**config.mk**
```make
export PLATFORM = sky130hd
export DESIGN_NAME = phdh_fifo
export DESIGN_NICKNAME = d
export VERILOG_FILES = /design/src/phdh_fifo.sv
export SDC_FILE = /design/constraint.sdc
export NUM_CORES = 1
export LEC_CHECK = 0
export BUFFER_PORTS_ARGS = -buffer_cell sky130_fd_sc_hd__buf_2
export CELL_PAD_IN_SITES_DETAIL_PLACEMENT = 0
export CELL_PAD_IN_SITES_GLOBAL_PLACEMENT = 1
export CORE_AREA = 5 5 42 44
export CTS_CLUSTER_DIAMETER = 100
export DETAILED_ROUTE_END_ITERATION = 10
export DIE_AREA = 0 0 47 49
export PLACE_DENSITY_LB_ADDON = 0.3
export SYNTH_ARGS = -nofsm -noshare
export SYNTH_HDL_FRONTEND = slang
export SYNTH_SLANG_ARGS = --single-unit
```
**constraint.sdc**
```tcl
create_clock -name clk -period 2 [get_ports clk]
set_input_delay 0.2 -clock clk [delete_from_list [all_inputs] [get_ports clk]]
set_output_delay 0.2 -clock clk [all_outputs]
set_load 0.01 [all_outputs]
```
**src/phdh_fifo.sv**
```systemverilog
// ============================================================================
// phdh_fifo: small flop-based queue
// Push/full on the write side, pop/empty on the read side; the head entry is
// shown on rdata while empty is low.
// ============================================================================
`default_nettype none

module phdh_fifo #(
  parameter type entry_t = logic,
  parameter int  DEPTH   = 2
) (
  input  wire logic   clk,
  input  wire logic   rst_n,
  input  wire logic   push,
  input  wire entry_t wdata,
  output logic        full,
  input  wire logic   pop,
  output entry_t      rdata,
  output logic        empty
);

  localparam int AW = (DEPTH > 1) ? $clog2(DEPTH) : 1;
  localparam int CW = $clog2(DEPTH + 1);

  entry_t          mem_r [DEPTH];
  logic [AW-1:0]   wr_ptr_r, wr_ptr_nxt;
  logic [AW-1:0]   rd_ptr_r, rd_ptr_nxt;
  logic [CW-1:0]   count_r, count_nxt;
  logic            push_fire, pop_fire;

  assign full      = (count_r == CW'(DEPTH));
  assign empty     = (count_r == '0);
  assign push_fire = push && !full;
  assign pop_fire  = pop && !empty;
  assign rdata     = mem_r[rd_ptr_r];

  // Advance pointers and occupancy
  always_comb begin
    wr_ptr_nxt = wr_ptr_r;
    rd_ptr_nxt = rd_ptr_r;
    count_nxt  = count_r;
    if (push_fire) begin
      wr_ptr_nxt = (wr_ptr_r == AW'(DEPTH - 1)) ? '0 : wr_ptr_r + 1'b1;
    end
    if (pop_fire) begin
      rd_ptr_nxt = (rd_ptr_r == AW'(DEPTH - 1)) ? '0 : rd_ptr_r + 1'b1;
    end
    case ({push_fire, pop_fire})
      2'b10:   count_nxt = count_r + 1'b1;
      2'b01:   count_nxt = count_r - 1'b1;
      default: count_nxt = count_r;
    endcase
  end

  always_ff @(posedge clk) begin
    if (!rst_n) begin
      wr_ptr_r <= '0;
      rd_ptr_r <= '0;
      count_r  <= '0;
    end else begin
      wr_ptr_r <= wr_ptr_nxt;
      rd_ptr_r <= rd_ptr_nxt;
      count_r  <= count_nxt;
    end
  end

  // Store the incoming beat
  always_ff @(posedge clk) begin
    if (push_fire) begin
      mem_r[wr_ptr_r] <= wdata;
    end
  end

endmodule

`default_nettype wire

```
==> PnR_summary.wiki <==
{| class="wikitable"
! Metric !! Value
|-
| Outcome || completed
|-
| First-pass GRT wire length || 890 um
|-
| N_diodes || 0
|-
| Final weighted congestion of routability-driven global placement || 0.752
|-
| Crit path cell chain || nand2b_2, nand2_1, ha_1, or3_1, a21boi_1
|-
| Switching power summed over all nets || 0.193 mW
|-
| Cell area after placement || approximately 360 um^2
|-
| Design Area, Final || 390 um^2
|-
| Cell taking the most area after synthesis || dfxtp_1
|-
| Critical path class || flop to flop
|-
| Total congestion overflow after global routing || 0
|-
| Effective utilization at floorplan || 22.0%
|-
| Die outline height || 49 um
|-
| Post-CTS Hold Fix Bufs || 0
|-
| Area contributors post-synth || dfxtp_1 (33%), edfxtp_1 (20%), xnor2_1 (8.5%)
|-
| Number of register bits inferred by synthesis || 7
|-
| Count of endpoints failing setup in the final report || 0
|-
| Worst-case hold slack || 133 ps
|-
| Type of destination of the critical path || flop
|-
| Synth Area per Inst || 10.6 um^2
|-
| Maximum VDD drop || about 0.33 mV
|-
| Worst slew margin || 87.9%
|-
| Post-DR wirelength/cell || 9.30 um
|-
| Met3 track utilization from global routing || 2.21%
|-
| Leakage Power || approximately 0.17 nW
|-
| Power density normalized to cell area || 1470 nW/um^2
|-
| Count of warnings emitted by yosys || 0
|-
| Most used routing layer in global routing || met2
|-
| Cell-internal power || ~0.38 mW
|-
| Top cell type's share of synthesized area || 32.5%
|-
| I/O Pins || 8
|-
| H-tree depth reported by CTS || 1
|-
| Number of failing hold endpoints at the final stage || 0
|-
| Clock tree from TritonCTS || built
|-
| Data required time of the worst path || ~2200 ps
|-
| Worst hold path type || input port to flop
|-
| Antenna violations before repair || 0
|-
| Area of the die || ~2300 um^2
|-
| Syn nets || 35
|-
| Drc violations || 0
|-
| Share of total power in sequential cells || 39.9%
|-
| Clk network pwr share || 22.4%
|-
| Max-slew violation total from the final report || 0
|-
| Initial DRT Pass Iterations || 2
|-
| Slew of the pin with the lowest slew margin || ~180 ps
|-
| Worst Path Arrival || 1700 ps
|-
| Share of the yosys chip area belonging to registers || 52.0%
|-
| Count of nets after finishing || 47
|-
| Clock transition at the registers of the reported paths || roughly 60 ps
|-
| Number of maximum-capacitance constraint violations || 0
|-
| Launching element type of the critical path || flop
|-
| Drt total wl || ~520 um
|-
| Number of fill cells in the layout || 156
|-
| Largest buffer count on any clock path || 2
|-
| Die span in x || around 47 um
|-
| Count of placed standard cells in the final layout, fillers left out || 56
|-
| Worst path max stage delay || 410 ps
|-
| Number of buffers inserted by port buffering || 7
|-
| Met2 capacity usage during global routing || 7.24%
|-
| Clock insertion delay at the later pin of the skew report || 250 ps
|-
| Clock Skew || roughly 4 ps
|-
| Commonest cells after routing, fill and taps aside || buf_2 (7), dfxtp_1 (5), xnor2_1 (3), clkbuf_4 (3)
|-
| Iteration-0 DRC count of the detailed router || 3
|-
| Num CTS Buffers || 3
|-
| Std-Cell Rows || 14
|-
| Sw Share || between 30% and 40%
|-
| Number of instances in the placed design || 52
|-
| Via count of the first global-routing pass || 252
|-
| Sum Neg Setup Slack || 0 ps
|-
| Post-synth design cell area || 308 um^2
|-
| Maximum frequency from static timing analysis || 0.659 GHz
|-
| Period Utilization, post-route || 75.8%
|-
| Clk Tree Root Cell || clkbuf_4
|-
| Largest driver fanout on the critical path || 5
|-
| Vias per cell || 4.14
|-
| Setup Buffers After CTS || 0
|-
| Met1 routing resource usage after global routing || 6.19%
|-
| Pin count of the biggest net entering global routing || 6
|-
| RSZ-0062 raised after global routing || no
|-
| Commonest non-fill, non-tap cell in the layout || buf_2
|-
| Crit path max-delay cell type || dfxtp_1
|-
| Number of instances in the synthesized netlist || 29
|-
| Time the worst path needs with I/O delays and setup || 1520 ps
|-
| Num Clock Sinks || 7
|-
| Fraction of layout instances using a drive strength above 1 || 35.0%
|-
| Cell variety after synth || 17
|-
| Core area || 1400 um^2
|-
| All-layer global routing usage || under 10%
|-
| ANT nets after route || 0
|-
| Synth-to-Final Area Change || 26.8%
|-
| Fraction of power consumed by combinational cells || 37.7%
|-
| Post-cts gate resize count || 0
|-
| Post-DP HPWL || 446 um
|-
| Total vias in the final route || 232
|}
==> cell usage after synthesis <==
cell type / number
a21boi_1: 2
and2_1: 1
and3_1: 1
dfxtp_1: 5
edfxtp_1: 2
ha_1: 1
inv_1: 2
inv_2: 1
mux2_2: 1
nand2_1: 1
nand2b_2: 1
nor2_1: 1
nor2b_1: 2
o21a_1: 1
o21ai_0: 2
or3_1: 2
xnor2_1: 3
==> final cells by class <==
type	instances	area (um^2)	share of cell area, %
Sequential cell	7	160	41.0
Multi-Input combinational cell	19	136	34.9
Timing Repair Buffer	7	35.0	8.97
Clock buffer	3	22.5	5.77
Tap cell	16	20.0	5.13
Inverter	3	11.3	2.88
Clock inverter	1	5.00	1.28
==> per-stage QoR <==
step                      util [%]  total power [mW]  worst slack, ps
after floorplan                  -             0.390              567
after global placement        25.9             0.442              501
after detailed placement      25.9             0.454              464
after CTS                     27.9             0.587              469
after global routing          27.9             0.622              385
final                         27.9             0.576              483
==> critical path, delay by kind of cell, from the launching register on <==
family | cells | cell delay [ps]
AOI/OAI and AO/OA | 1 | 130
adders and majority gates | 1 | 330
and+or+nand+nor | 3 | 590
DFF | 1 | 410
==> metal layers <==
metal  wire length, um  vias to the layer above  part of all wire (%)
li1                  -                      120                     -
met1               222                      103                    43
met2               260                        7                    50
met3                34                        2                   6.5
met4                 4                        0                  0.77
met5                 0                        -                     0
==> worst paths after layout <==
path	startpoint	end	slack, ps	depth (start not counted)
setup reg to reg	count_r[0]	count_r[1]	480	5
hold / removal	wdata	mem_r[0]	130	1
setup / recovery	count_r[0]	count_r[1]	480	5
hold reg to reg	wr_ptr_r	wr_ptr_r	490	2
==> power groups by stage <==
stage | clock network [mW] | logic (mW) | registers, mW
2_1_floorplan | 0 | 0.166 | 0.224
3_3_place_gp | 0 | 0.213 | 0.229
3_5_place_dp | 0 | 0.221 | 0.233
4_1_cts | 0.134 | 0.223 | 0.231
5_1_grt | 0.139 | 0.247 | 0.236
6_report | 0.129 | 0.217 | 0.230
==> cell families after synthesis <==
logic type / count (synthesis) / synth area share, %
and+or+nand+nor: 9 / 17.5
AOI/OAI and AO/OA: 5 / 10.6
buffers and inverters: 3 / 3.66
adders and majority gates: 1 / 4.06
DFF: 7 / 52.0
muxes: 1 / 3.66
xor gates and xnor gates: 3 / 8.54
(Power assumes the default switching activity.)
