### config.mk
export PLATFORM = sky130hd
export DESIGN_NAME = phdh_front
export DESIGN_NICKNAME = d
export VERILOG_FILES = /design/src/phdh_pkg.sv /design/src/phdh_front.sv
export SDC_FILE = /design/constraint.sdc
export NUM_CORES = 1
export LEC_CHECK = 0
export BUFFER_PORTS_ARGS = -buffer_cell sky130_fd_sc_hd__buf_2
export CORE_MARGIN = 3
export CORE_UTILIZATION = 55
export DETAILED_ROUTE_END_ITERATION = 10
export GPL_TIMING_DRIVEN = 0
export HOLD_SLACK_MARGIN = 0.06
export PLACE_DENSITY = 0.75
export REMOVE_ABC_BUFFERS = 1
export SLEW_MARGIN = 20
export SYNTH_ARGS = -nofsm -noshare
export SYNTH_HDL_FRONTEND = slang
export SYNTH_SLANG_ARGS = --single-unit
export TNS_END_PERCENT = 100
### constraint.sdc
create_clock -name clk -period 22.9 [get_ports clk]
set_input_delay 3.435 -clock clk [delete_from_list [all_inputs] [get_ports clk]]
set_output_delay 3.435 -clock clk [all_outputs]
set_load 0.05 [all_outputs]
### src/phdh_pkg.sv
// ============================================================================
// phdh_pkg: shared types and constants of the pixel hit histogram core
// Field widths, timestamp-to-second constants, and the front-to-back and
// result records that travel between the decode front and the count back.
// ============================================================================
`default_nettype none

package phdh_pkg;

  // Header codes that mark a hit packet
  localparam logic [3:0] HDR_HIT_A = 4'hA;
  localparam logic [3:0] HDR_HIT_B = 4'hB;

  // Field widths
  localparam int TOT_VAL_W = 10;
  localparam int HIT_X_W   = 34;   // timestamp without its eight zero low bits
  localparam int HIT_T_W   = 42;
  localparam int SEC_W     = 5;    // seconds reachable by a 42-bit timestamp
  localparam int SEC_OUT_W = 7;
  localparam int RES_CNT_W = 32;

  // Hit map geometry
  localparam int MAP_SIDE  = 256;
  localparam int MAP_AW    = 16;
  localparam int MAP_DEPTH = MAP_SIDE * MAP_SIDE;

  // Rounded seconds: sec = floor(((x << 8) + S/2) / S), S = 2^21 * 78125.
  // This equals floor(((x + 320000000) >> 13) / 78125).
  localparam int               TICKS_W     = 22;
  localparam int               TICK_SHIFT  = 13;
  localparam logic [34:0]      HALF_SEC_X  = 35'd320000000;
  localparam logic [21:0]      SEC_DIV     = 22'd78125;
  localparam int               RECIP_W     = 16;
  localparam logic [15:0]      RECIP       = 16'd54975;  // floor(2^32 / 78125)
  localparam int               RECIP_SHIFT = 32;
  localparam int               PROD_W      = TICKS_W + RECIP_W;

  // ToT counter selection
  typedef enum logic [1:0] {
    TOT_CLS_BIN   = 2'd0,
    TOT_CLS_UNDER = 2'd1,
    TOT_CLS_OVER  = 2'd2
  } tot_cls_t;

  // Classified hit, front to back
  typedef struct packed {
    logic                 hit;
    logic [7:0]           column;
    logic [7:0]           pixel_row;
    logic [TOT_VAL_W-1:0] tot_value;
    logic [HIT_X_W-1:0]   hit_x;
    tot_cls_t             tot_cls;
    logic [TOT_VAL_W-1:0] tot_idx;
    logic [SEC_W-1:0]     sec;
    logic                 rate_ok;
  } item_t;

  // Result beat
  typedef struct packed {
    logic                 is_hit;
    logic [7:0]           column;
    logic [7:0]           pixel_row;
    logic [TOT_VAL_W-1:0] tot_value;
    logic [HIT_T_W-1:0]   hit_time;
    logic [RES_CNT_W-1:0] tot_bin_count;
    logic [RES_CNT_W-1:0] map_count;
    logic [SEC_OUT_W-1:0] second_bin;
    logic [RES_CNT_W-1:0] rate_count;
  } res_t;

endpackage

`default_nettype wire

### src/phdh_front.sv
// ============================================================================
// phdh_front: packet decode and classification
// Two stages: decode the packet and form the rounded tick count, then
// estimate the second by reciprocal multiply; the correction step feeds
// the queue toward the counting back end.
// ============================================================================
`default_nettype none

module phdh_front
  import phdh_pkg::*;
#(
  parameter int TOT_BINS  = 500,
  parameter int RATE_BINS = 100
) (
  input  wire logic        clk,
  input  wire logic        rst_n,
  input  wire logic        hold,
  input  wire logic        in_push,
  input  wire logic [63:0] in_packet,
  output logic             in_full,
  output logic             q_push,
  output item_t            q_item,
  input  wire logic        q_full
);

  typedef struct packed {
    logic                 hit;
    logic [7:0]           column;
    logic [7:0]           pixel_row;
    logic [TOT_VAL_W-1:0] tot_value;
    logic [HIT_X_W-1:0]   hit_x;
    tot_cls_t             tot_cls;
    logic [TOT_VAL_W-1:0] tot_idx;
    logic [TICKS_W-1:0]   ticks;
  } dec_t;

  logic                  s1_v_r, s2_v_r;
  dec_t                  s1_r, s1_nxt, s2_r;
  logic [SEC_W-1:0]      s2_q_r, q_nxt;
  logic                  s1_rdy, s2_rdy, accept;

  logic [3:0]            head;
  logic [15:0]           addr;
  logic [TOT_VAL_W-1:0]  tot;
  logic [HIT_X_W:0]      rounded;
  logic [PROD_W-1:0]     prod;
  logic [TICKS_W-1:0]    rem;
  logic [SEC_W-1:0]      sec_fix;

  // Stall chain toward the queue
  assign s2_rdy  = !s2_v_r || !q_full;
  assign s1_rdy  = !s1_v_r || s2_rdy;
  assign in_full = !s1_rdy || hold;
  assign accept  = in_push && !in_full;

  // Decode one packet
  always_comb begin
    head    = in_packet[63:60];
    addr    = in_packet[59:44];
    tot     = in_packet[29:20];
    s1_nxt  = '0;
    s1_nxt.hit       = (head inside {HDR_HIT_A, HDR_HIT_B});
    s1_nxt.column    = {addr[15:9], addr[2]};
    s1_nxt.pixel_row = {addr[8:3], addr[1:0]};
    s1_nxt.tot_value = tot;
    // link, coarse and inverted fine occupy disjoint bit ranges
    s1_nxt.hit_x     = {in_packet[15:0], in_packet[43:30], ~in_packet[19:16]};
    rounded          = {1'b0, s1_nxt.hit_x} + HALF_SEC_X;
    s1_nxt.ticks     = rounded[TICK_SHIFT +: TICKS_W];
    s1_nxt.tot_idx   = tot - 1'b1;
    if (tot == '0) begin
      s1_nxt.tot_cls = TOT_CLS_UNDER;
    end else if (int'(tot) > TOT_BINS) begin
      s1_nxt.tot_cls = TOT_CLS_OVER;
    end else begin
      s1_nxt.tot_cls = TOT_CLS_BIN;
    end
  end

  // Estimate seconds, low by at most one
  assign prod  = PROD_W'(s1_r.ticks) * PROD_W'(RECIP);
  assign q_nxt = prod[RECIP_SHIFT +: SEC_W];

  // Correct the estimate and build the queue entry
  always_comb begin
    rem     = s2_r.ticks - (TICKS_W'(s2_q_r) * SEC_DIV);
    sec_fix = (rem >= SEC_DIV) ? s2_q_r + 1'b1 : s2_q_r;
    q_item.hit       = s2_r.hit;
    q_item.column    = s2_r.column;
    q_item.pixel_row = s2_r.pixel_row;
    q_item.tot_value = s2_r.tot_value;
    q_item.hit_x     = s2_r.hit_x;
    q_item.tot_cls   = s2_r.tot_cls;
    q_item.tot_idx   = s2_r.tot_idx;
    q_item.sec       = sec_fix;
    q_item.rate_ok   = (int'(sec_fix) < RATE_BINS);
  end

  assign q_push = s2_v_r;

  // Stage valid bits
  always_ff @(posedge clk) begin
    if (!rst_n) begin
      s1_v_r <= 1'b0;
      s2_v_r <= 1'b0;
    end else begin
      if (s1_rdy) begin
        s1_v_r <= accept;
      end
      if (s2_rdy) begin
        s2_v_r <= s1_v_r;
      end
    end
  end

  // Stage payloads
  always_ff @(posedge clk) begin
    if (s1_rdy && accept) begin
      s1_r <= s1_nxt;
    end
    if (s2_rdy && s1_v_r) begin
      s2_r   <= s1_r;
      s2_q_r <= q_nxt;
    end
  end

endmodule

`default_nettype wire

==> flow_summary.yaml <==
clocking:
  post_cts_buffers: 0
  clk-insertion-delay-late_ns: 0.44
  cts.sinks: 197
  clk_pin_slew_worst_paths_ns: 0.09
  postCtsResizedCells: 0
  cts_buffers: 17
  cts_root_buf: "clkbuf_16"
  h-tree-depth: 4
  ctsHoldBuffers: 0
  cts_tree: "done"
  clock_path_buffers: 2
routing:
  post_drt_wl_per_cell_um: 17.0
  dr.first_iter.drc_count: 448
  drc_errors: 0
  route.vias.total: 9538
  viasPerCell: 5.17
  dr.pass1.iters: 5
  postRouteAntennaNets: 0
  routed_wl_um: 31300
synthesis:
  synth-seq-area-share_pct: 35.7
  synth_cell_type_count: 66
  ys.flop_type: "edfxtp_1"
  synth_edf_count: 195
  synth-warning-count: 0
  synth-seq-cells: 197
  synthArstFlopShare_pct: 0
  syn_inst: 1357
  avgSynthCellArea_um2: 12.2
  syn-cell-area_um2: 16500
place:
  place_ws_ns: 14.46
  hpwl_um: 25100
  dp_cells: 1812
  numPortBuffers: 147
  globalplace.congestion: 0.856
grt:
  grt_max_degree: 45
  track_usage_pct: 20.8
  grt_pass1_vias: 10295
  grt_antenna_before_repair: 1
  grt_pass1_wl_um: 51500
  grt_overflow: 0
timing:
  finalSetupTns_ns: 0
  slew_viol_final: 0
  hold_violations: 0
  tightest_slew_ns: 0.678
  grt_setup_unrepaired: "false"
  setup_ws_ns: 13.98
  timing.fmax_ghz: 0.112
  min_period_over_period_pct: 38.9
  setup_violations: 0
  fin_skew_ns: 0.0110
  fin_crit_ns: 8.92
  slew_headroom_pct: 54.8
pwr:
  vdd_drop_max_mv: 0.103
  total_power_mw: 2.45
  p_per_area_nw_per_um2: 137
  p_leak_nw: 8.44
finish:
  layout_common_cells: "inv_1, fa_1, ha_1, edfxtp_1, buf_2"
  layout_commonest_cell: "inv_1"
  layoutNonFillerInstCount: 1844
  final_util_pct: 61.5
  nFillCells: 2231
  nets: 1923
  antennaDiodeCount: 0
  syn_to_final_growth_pct: 8.62
  drive_above_1_share_pct: 13.8
floorplan:
  ios: 150
  die_height_um: 179
  coreArea_um2: 29200
  std_cell_rows: 62
  start_util_pct: 56.6
  dieArea_um2: 32100
  die_w_um: 179
worst_setup_path:
  critical_path_class: "reg -> out"
  setup.worst_path.start_class: "flip-flop"
  cp-end-kind: "output port"
  cp.required_ns: 19.47
  cp_max_fo: 10
  crit_arrival_ns: 5.48
flow_run:
  maxCapViolations: 0
outcome:
  outcome: "completed"
min_path:
  holdCritPathClass: "reg -> reg"
-- worst paths after layout --
| kind | startpoint | endpoint | slack (ns) | depth (start not counted) |
|---|---|---|---|---|
| setup / recovery | s2_q_r[0] | q_item[2] | 13.98 | 18 |
| hold / removal | s1_r[58] | q_item[42] | 0.42 | 0 |
| setup reg to reg | s1_r[11] | s2_q_r[3] | 16.19 | 21 |
| hold reg to reg | s1_r[58] | q_item[42] | 0.42 | 0 |
-- synthesized netlist by cell type (all sizes together), types with 9 or more instances --
master,count,share of area (%)
fa,206,25
o211ai,10,0.48
nand3,11,0.33
a21oi,38,1.2
ha,201,15
nand2,22,0.50
xor2,23,1.2
a21o,11,0.50
buf,78,3.5
nand4,9,0.34
xnor2,35,1.9
nor2,22,0.50
inv,373,8.5
edfxtp,195,35
o21ai,23,0.70
-- per-layer routing --
layer  vias up  track usage [%]  routed length [um]
li1       4487                -                   -
met1      4748             27.0               12900
met2       258             35.3               15700
met3        43             5.10                2110
met4         2             5.03                 522
met5         -                0                  13
-- layout make-up --
class	count	area (um2)	area share (%)
inverter	373	1400	7.80
clock buffer	17	425	2.37
clock inverter	15	198	1.10
sequential	197	5900	32.9
multi-input combinational	704	8640	48.2
timing repair buffer	154	901	5.02
tap	384	480	2.68
-- report_power, final --
part	switching [mW]	internal [mW]
clock network	0.162	0.152
registers	0.0213	0.419
logic	0.972	0.725
total	1.16	1.30
-- critical path, cell delays in order (launching register included) --
cell	delay [ns]
edfxtp_1	0.67
inv_1	0.28
fa_1	0.56
inv_1	0.04
ha_1	0.18
fa_1	0.50
inv_1	0.04
ha_1	0.35
nand2_1	0.12
o22a_1	0.29
a211oi_1	0.38
o21ai_0	0.18
nand3b_1	0.14
xor2_1	0.07
a311oi_1	0.24
nand3_1	0.19
or2_4	0.28
mux2_4	0.29
buf_2	0.21
-- flip-flops by register name, indices dropped and copies added (netlist names) --
name	flops
s1_r	95
q_item	73
s2_r	22
s2_q_r	5
q_push	1
s1_v_r	1
-- kinds of logic after synthesis --
| kind of cell | Yosys count | synth area share, % |
|---|---|---|
| XOR/XNOR | 58 | 3.08 |
| AND/OR/NAND/NOR | 111 | 3.61 |
| multiplexers | 3 | 0.212 |
| buffers and inverters | 456 | 12.1 |
| flip-flops | 197 | 35.7 |
| AO/OA/AOI/OAI | 124 | 5.11 |
| adder cells (fa/ha/maj) | 407 | 40.2 |
| other | 1 | 0.0227 |
-- stage by stage --
step	cell area, um2	hold WS (ns)
2_1_floorplan	15900	0.400
3_3_place_gp	17100	0.400
3_5_place_dp	17300	0.405
4_1_cts	17900	0.421
5_1_grt	17900	0.424
6_report	17900	0.418
Note: power is estimated with default switching activity, not from simulation.
